[src/hw/rtl/dlr_pkg.sv]
// ----------------------------------------------------------------------------
// dlr_pkg - shared types and constants of the direct line rasteriser
// widths of the tile coordinates, the fixed-point slope and the item structs
// ----------------------------------------------------------------------------
package dlr_pkg;

  localparam int COORD_BITS = 6;
  localparam int FRAC_BITS  = 16;

  // signed slope, dy/dx with FRAC_BITS fraction bits
  localparam int SLOPE_W    = COORD_BITS + FRAC_BITS + 1;
  // running y accumulator, slope times offset plus half a pixel
  localparam int ACC_W      = SLOPE_W + 1;
  // unsigned |dy| scaled by 2^FRAC_BITS, also the quotient width
  localparam int DIVIDEND_W = COORD_BITS + FRAC_BITS;
  localparam int DIV_CNT_W  = $clog2(DIVIDEND_W);

  localparam logic [ACC_W-1:0] ACC_HALF = ACC_W'(1) << (FRAC_BITS - 1);

  typedef struct packed {
    logic [COORD_BITS-1:0] x_first;
    logic [COORD_BITS-1:0] y_first;
    logic [COORD_BITS-1:0] x_second;
    logic [COORD_BITS-1:0] y_second;
  } dlr_in_t;

  typedef struct packed {
    logic [COORD_BITS-1:0] pixel_x;
    logic [COORD_BITS-1:0] pixel_y;
    logic                  final_pixel;
  } dlr_out_t;

  // request to the iterative divider
  typedef struct packed {
    logic                  start;
    logic [DIVIDEND_W-1:0] dividend;
    logic [COORD_BITS-1:0] divisor;
  } dlr_div_req_t;

endpackage

[src/hw/rtl/dlr_div.sv]
// ----------------------------------------------------------------------------
// dlr_div - iterative unsigned divider
// restoring division, one quotient bit per cycle, shared shift-subtract unit
// ----------------------------------------------------------------------------
module dlr_div (
  input  logic                                 clk,
  input  logic                                 rst_n,
  input  dlr_pkg::dlr_div_req_t                req_i,
  output logic                                 done_o,
  output logic [dlr_pkg::DIVIDEND_W-1:0]       quot_o
);
  import dlr_pkg::*;

  logic                  busy_r;
  logic                  done_r;
  logic [DIV_CNT_W-1:0]  cnt_r;
  logic [DIVIDEND_W-1:0] work_r;
  logic [COORD_BITS-1:0] rem_r;
  logic [COORD_BITS-1:0] dvs_r;

  logic [COORD_BITS:0]   shifted;
  logic [COORD_BITS+1:0] diff;
  logic                  ge;
  logic [COORD_BITS-1:0] rem_nxt;

  // remainder stays below the divisor, so one compare-subtract per bit
  always_comb begin
    shifted = {rem_r, work_r[DIVIDEND_W-1]};
    diff    = {1'b0, shifted} - {2'b00, dvs_r};
    ge      = ~diff[COORD_BITS+1];
    rem_nxt = ge ? diff[COORD_BITS-1:0] : shifted[COORD_BITS-1:0];
  end

  always_ff @(posedge clk) begin
    if (!rst_n) begin
      busy_r <= 1'b0;
      done_r <= 1'b0;
      cnt_r  <= '0;
    end else begin
      done_r <= 1'b0;
      if (req_i.start) begin
        busy_r <= 1'b1;
        cnt_r  <= DIV_CNT_W'(DIVIDEND_W - 1);
        work_r <= req_i.dividend;
        rem_r  <= '0;
        dvs_r  <= req_i.divisor;
      end else if (busy_r) begin
        work_r <= {work_r[DIVIDEND_W-2:0], ge};
        rem_r  <= rem_nxt;
        cnt_r  <= cnt_r - 1'b1;
        if (cnt_r == '0) begin
          busy_r <= 1'b0;
          done_r <= 1'b1;
        end
      end
    end
  end

  assign done_o = done_r;
  assign quot_o = work_r;

endmodule

[src/hw/rtl/direct_line_rasterizer_core.sv]
// ----------------------------------------------------------------------------
// direct_line_rasterizer_core - slope-intercept line drawing on a square tile
// takes one segment per item and returns its pixels one item each
// ----------------------------------------------------------------------------
// first pixel: axis-aligned segment, in the cycle after the input item is taken;
//   sloped segment, once the bit-serial slope divider is done and ST_DIV has
//   registered the slope
// throughput: one pixel per cycle while out_ready is high, up to 64 pixels;
//   a new segment is taken only after the last pixel has left
// reset: synchronous active-low rst_n returns the sequencer to idle
// ----------------------------------------------------------------------------
module direct_line_rasterizer_core (
  input  logic              clk,
  input  logic              rst_n,
  input  logic              in_valid,
  output logic              in_ready,
  input  dlr_pkg::dlr_in_t  in_data,
  output logic              out_valid,
  input  logic              out_ready,
  output dlr_pkg::dlr_out_t out_data
);
  import dlr_pkg::*;

  typedef enum logic [1:0] {
    ST_IDLE,
    ST_DIV,
    ST_EMIT
  } state_t;

  typedef enum logic [1:0] {
    RUN_VERT  = 2'd0,
    RUN_HORIZ = 2'd1,
    RUN_SLOPE = 2'd2
  } run_kind_t;

  state_t                state_r;
  run_kind_t             kind_r;
  logic [COORD_BITS-1:0] x_r;          // current pixel x
  logic [COORD_BITS-1:0] y_r;          // current pixel y
  logic [COORD_BITS-1:0] stop_r;       // end coordinate of the stepped axis
  logic [COORD_BITS-1:0] origin_y_r;   // start y of a sloped run
  logic                  neg_r;        // sloped run heads downwards
  logic [SLOPE_W-1:0]    slope_r;
  logic [ACC_W-1:0]      acc_r;

  // endpoint ordering for the incoming item
  logic                  same_x;
  logic                  same_y;
  logic                  swap;
  logic [COORD_BITS-1:0] xa;
  logic [COORD_BITS-1:0] ya;
  logic [COORD_BITS-1:0] xb;
  logic [COORD_BITS-1:0] yb;
  logic [COORD_BITS-1:0] y_lo;
  logic [COORD_BITS-1:0] y_hi;
  logic [COORD_BITS-1:0] x_lo;
  logic [COORD_BITS-1:0] x_hi;
  logic [COORD_BITS-1:0] dy_mag;
  logic                  dy_neg;

  // stepping
  logic                  final_pix;
  logic [ACC_W-1:0]      acc_nxt;
  logic [COORD_BITS-1:0] y_step_nxt;
  logic [SLOPE_W-1:0]    quot_ext;

  logic                  in_acc;
  logic                  out_acc;

  dlr_div_req_t          div_req;
  logic                  div_done;
  logic [DIVIDEND_W-1:0] div_quot;

  assign in_ready  = (state_r == ST_IDLE);
  assign out_valid = (state_r == ST_EMIT);
  assign in_acc    = in_valid && in_ready;
  assign out_acc   = out_valid && out_ready;

  always_comb begin
    same_x = (in_data.x_first == in_data.x_second);
    same_y = (in_data.y_first == in_data.y_second);
    swap   = (in_data.x_second < in_data.x_first);
    xa     = swap ? in_data.x_second : in_data.x_first;
    ya     = swap ? in_data.y_second : in_data.y_first;
    xb     = swap ? in_data.x_first  : in_data.x_second;
    yb     = swap ? in_data.y_first  : in_data.y_second;
    x_lo   = xa;
    x_hi   = xb;
    y_lo   = (in_data.y_first < in_data.y_second) ? in_data.y_first  : in_data.y_second;
    y_hi   = (in_data.y_first < in_data.y_second) ? in_data.y_second : in_data.y_first;
    dy_neg = (yb < ya);
    dy_mag = dy_neg ? (ya - yb) : (yb - ya);
  end

  // slope magnitude |dy| * 2^FRAC_BITS over dx, sign put back afterwards
  always_comb begin
    div_req.start    = in_acc && !same_x && !same_y;
    div_req.dividend = {dy_mag, {FRAC_BITS{1'b0}}};
    div_req.divisor  = xb - xa;
  end

  dlr_div u_div (
    .clk    (clk),
    .rst_n  (rst_n),
    .req_i  (div_req),
    .done_o (div_done),
    .quot_o (div_quot)
  );

  always_comb begin
    quot_ext   = {1'b0, div_quot};
    // running sum of the slope; the integer part is the offset rounded to nearest
    acc_nxt    = acc_r + {slope_r[SLOPE_W-1], slope_r};
    y_step_nxt = origin_y_r + acc_nxt[FRAC_BITS +: COORD_BITS];
    final_pix  = (kind_r == RUN_VERT) ? (y_r == stop_r) : (x_r == stop_r);
  end

  always_ff @(posedge clk) begin
    if (!rst_n) begin
      state_r <= ST_IDLE;
      kind_r  <= RUN_VERT;
    end else begin
      unique case (state_r)
        ST_IDLE: begin
          if (in_acc) begin
            if (same_x) begin
              // vertical run, single point included
              kind_r  <= RUN_VERT;
              x_r     <= in_data.x_first;
              y_r     <= y_lo;
              stop_r  <= y_hi;
              state_r <= ST_EMIT;
            end else if (same_y) begin
              kind_r  <= RUN_HORIZ;
              x_r     <= x_lo;
              y_r     <= in_data.y_first;
              stop_r  <= x_hi;
              state_r <= ST_EMIT;
            end else begin
              kind_r     <= RUN_SLOPE;
              x_r        <= xa;
              y_r        <= ya;
              origin_y_r <= ya;
              stop_r     <= xb;
              neg_r      <= dy_neg;
              state_r    <= ST_DIV;
            end
          end
        end
        ST_DIV: begin
          if (div_done) begin
            slope_r <= neg_r ? (SLOPE_W'(0) - quot_ext) : quot_ext;
            acc_r   <= ACC_HALF;
            state_r <= ST_EMIT;
          end
        end
        ST_EMIT: begin
          if (out_acc) begin
            if (final_pix) begin
              state_r <= ST_IDLE;
            end else begin
              unique case (kind_r)
                RUN_VERT: begin
                  y_r <= y_r + 1'b1;
                end
                RUN_HORIZ: begin
                  x_r <= x_r + 1'b1;
                end
                default: begin
                  x_r   <= x_r + 1'b1;
                  acc_r <= acc_nxt;
                  y_r   <= y_step_nxt;
                end
              endcase
            end
          end
        end
        default: begin
          state_r <= ST_IDLE;
        end
      endcase
    end
  end

  always_comb begin
    out_data.pixel_x     = x_r;
    out_data.pixel_y     = y_r;
    out_data.final_pixel = final_pix;
  end

endmodule
[config.mk]
export PLATFORM = sky130hd
export DESIGN_NAME = direct_line_rasterizer_core
export DESIGN_NICKNAME = d
export VERILOG_FILES = /design/src/hw/rtl/dlr_pkg.sv /design/src/hw/rtl/dlr_div.sv /design/src/hw/rtl/direct_line_rasterizer_core.sv
export SDC_FILE = /design/constraint.sdc
export NUM_CORES = 1
export LEC_CHECK = 0
export ABC_AREA = 0
export BUFFER_PORTS_ARGS = -buffer_cell sky130_fd_sc_hd__buf_4
export CORE_MARGIN = 2
export CORE_UTILIZATION = 50
export DETAILED_ROUTE_END_ITERATION = 7
export PLACE_DENSITY = 0.68
export SYNTH_ARGS = -nofsm -noshare
export SYNTH_HDL_FRONTEND = slang
export SYNTH_SLANG_ARGS = --single-unit
[constraint.sdc]
create_clock -name clk -period 7.7 [get_ports clk]
set_input_delay 0.385 -clock clk [delete_from_list [all_inputs] [get_ports clk]]
set_output_delay 0.385 -clock clk [all_outputs]
set_load 0.1 [all_outputs]
==> impl_metrics.env <==
export IMPL_fin_crit_sh=0.604
export IMPL_status="complete, no violations"
export IMPL_h_tree_depth=4
export IMPL_cts_hold_buf=0
export IMPL_drive_gt1_frac=0.107
export IMPL_synth_nets=866
export IMPL_required_ps=7850
export IMPL_clock_latency_ps=420
export IMPL_synth_cell_types=66
export IMPL_hold_viol=0
export IMPL_synth_top_area_share=0.402
export IMPL_start_util=0.508
export IMPL_area_growth_pct=14.3
export IMPL_vias=5910
export IMPL_clock_tree_buffer_depth=2
export IMPL_globalplace_congestion=0.931
export IMPL_firstDrtPassIters=5
export IMPL_synth_compound_area_frac=0.171
export IMPL_synth_avg_cell_area_um2=9.83
export IMPL_fin_crit_ps=4650
export IMPL_wire_per_inst_um=17.3
export IMPL_syn_inst=783
export IMPL_synth_xor_area_frac=0.0796
export IMPL_slew_headroom=0.233
export IMPL_die_h_um=128
export IMPL_drcViolationCount=0
export IMPL_die_area_mm2=0.0164
export IMPL_wl_um=17600
export IMPL_place_hpwl_um=13200
export IMPL_final_cells=1019
export IMPL_maxCapViolCount=0
export IMPL_synth_top_family_by_area="compound AO/OA/AOI/OAI gates"
export IMPL_fin_tns_setup_ps=0
export IMPL_cts_num_sinks=114
export IMPL_slew_viol_final=0
export IMPL_timing_hold_worst_path_depth=3
export IMPL_worstMarginPinSlew_ps=1150
export IMPL_synth_edf_count=103
export IMPL_ys_seq_area_frac=0.430
export IMPL_rsz0062_at_grt="false"
export IMPL_synth_top_cell_by_area="edfxtp_1"
export IMPL_setup_viol=0
export IMPL_clk_pin_slew_worst_paths_ps=50
export IMPL_hp_class="in -> reg"
export IMPL_criticalPathCategory="reg -> reg"
export IMPL_start_kind="flip-flop"
export IMPL_yosys_warnings=0
export IMPL_core_area_mm2=0.0151
export IMPL_dr_first_iter_drc_count=461
export IMPL_dp_cells=987
export IMPL_io_pins=43
export IMPL_r2r_cells=17
export IMPL_grt_overflow=0
export IMPL_skew_ps=8.63
export IMPL_power_density_mw_per_mm2=229
export IMPL_crit_arrival_ps=4800
export IMPL_r2r_start="slope_r[0]"
export IMPL_grt_max_degree=32
export IMPL_grt_pass1_wl_um=28100
export IMPL_yosys_area_share_simple=0.156
export IMPL_fill_cells=1299
export IMPL_ir_drop_uv=176
export IMPL_root_buffer="clkbuf_16"
export IMPL_hold_path_endpoint="state_r[1]"
export IMPL_rrSetupSlack_ps=3050
export IMPL_numPortBuffers=42
export IMPL_grt_use_total=0.223
export IMPL_synth_ff_type="edfxtp_1"
export IMPL_muxShareOfSynthArea=0.0322
export IMPL_synth_area_leaders="edfxtp_1 40%, ha_1 8.5%, xnor2_1 5.6%"
export IMPL_rr_endpoint="y_r[5]"
export IMPL_avgViaCountPerCell=5.80
export IMPL_synthArstFlopShare=0
export IMPL_worst_path_max_fanout=4
export IMPL_cts_tree="yes"
export IMPL_antenna_found_initial=0
export IMPL_ant_nets=0
export IMPL_grt_pass1_vias=5656
export IMPL_synth_adder_area_share=0.0923
export IMPL_placed_cell_area_mm2=0.00816
export IMPL_stdcell_area_mm2=0.00880
export IMPL_postCtsResizedCells=0
export IMPL_die_x_um=128
export IMPL_syn_area_mm2=0.00770
export IMPL_std_cell_rows=45
export IMPL_cts_buffers=17
export IMPL_ys_seq_elements=114
export IMPL_n_antenna_cell=0
export IMPL_cp_end_kind="flip-flop"
export IMPL_timing_fmax_ghz=0.215
export IMPL_fin_nets=901
export IMPL_power_leakage_nw=3.55
export IMPL_post_cts_buffers=0
export IMPL_min_from="out_ready"
layer usage:
metal | GRT usage | vias to the layer above | part of all wire
li1 | - | 2916 | -
met1 | 0.316 | 2821 | 0.48
met2 | 0.342 | 144 | 0.46
met3 | 0.0405 | 29 | 0.043
met4 | 0.0834 | 0 | 0.017
met5 | 0 | - | 0
logic make-up (layout without fill, tap and decap cells):
family                     after synthesis  after routing
buffers and inverters                   74            122
muxes                                   24             24
and+or+nand+nor                        247            247
AOI/OAI and AO/OA                      199            199
xor gates and xnor gates                70             70
adders and majority gates               55             55
DFF                                    114            114
sequential cells by signal (all words and copies together) (netlist names):
register	count
acc_r	22
slope_r	22
u_div.quot_o	22
origin_y_r	6
stop_r	6
u_div.dvs_r	6
u_div.rem_r	6
x_r	6
y_r	6
u_div.cnt_r	5
kind_r	2
state_r	2
neg_r	1
u_div.busy_r	1
u_div.done_o	1
synth_stat cells, types with 8 or more instances:
master,instances
inv_1,44
mux2i_1,21
a211oi_1,12
xor2_1,21
nor3_1,12
ha_1,52
o31ai_1,8
nand3_1,12
nand2_1,61
o21ai_0,53
nand2b_1,12
dfxtp_1,11
edfxtp_1,103
nor2_1,77
xnor2_1,49
a21oi_1,38
a31oi_1,10
and2_1,27
clkbuf_1,22
a21o_1,22
worst max path at each step:
stage               startpoint      to  cells after the start
finish              slope_r[0]  y_r[5]                     17
global placement    slope_r[0]  y_r[5]                     17
floorplan           slope_r[0]  y_r[5]                     17
global route        slope_r[0]  y_r[5]                     17
detailed placement  slope_r[0]  y_r[5]                     17
CTS                 slope_r[0]  y_r[5]                     17
area by class of cell:
cell class | instances | area, um2 | share of cell area
inverters | 44 | 165 | 0.0188
clock inverters | 8 | 149 | 0.0169
clock buffers | 24 | 492 | 0.0559
repair buffers | 46 | 345 | 0.0393
well taps | 188 | 235 | 0.0267
multi-input cells | 595 | 4100 | 0.466
flip-flops and latches | 114 | 3310 | 0.377
placed cells by master (no fill, tap or decap), types with 10 or more instances in the layout:
master       n
nand2_1     61
nor2_1      76
dfxtp_1     11
inv_1       44
mux2i_1     21
xor2_1      21
nand3_1     12
and2_1      27
clkbuf_16   17
a211oi_1    12
a31oi_1     10
nor3_1      12
o21ai_0     53
xnor2_1     49
nand2b_1    12
a21oi_1     37
ha_1        52
edfxtp_1   103
a21o_1      22
buf_4       46
worst max-delay path, cell delays in order, from the launching register on:
cell and delay, ps:
edfxtp_1 380, ha_1 250, fa_1 420, a21o_1 170
a21oi_1 240, o21ai_0 160, a2111oi_1 770, o311a_1 280
nor2_1 70, xor2_1 150, ha_1 330, a21oi_1 220
o21bai_1 90, a21oi_1 180, xnor2_1 200, nor3_1 100
o31ai_1 280, a31oi_1 120
power breakdown:
| part | leakage [nW] | switching (mW) | internal (mW) |
|---|---|---|---|
| clock network | 0.307 | 0.272 | 0.575 |
| logic | 2.21 | 0.241 | 0.154 |
| registers | 1.04 | 0.0368 | 0.737 |
| total | 3.55 | 0.550 | 1.47 |
per-stage QoR:
stage,power [mW],util,setup WS (ps),hold WS (ps)
global placement,1.16,0.538,3270,494
floorplan,1.07,-,3650,450
CTS,2.02,0.581,3070,252
detailed placement,1.18,0.538,3120,514
global route,2.10,0.581,2680,277
finish,2.02,0.581,3050,272
No activity file was read; power rests on OpenSTA's default activity.
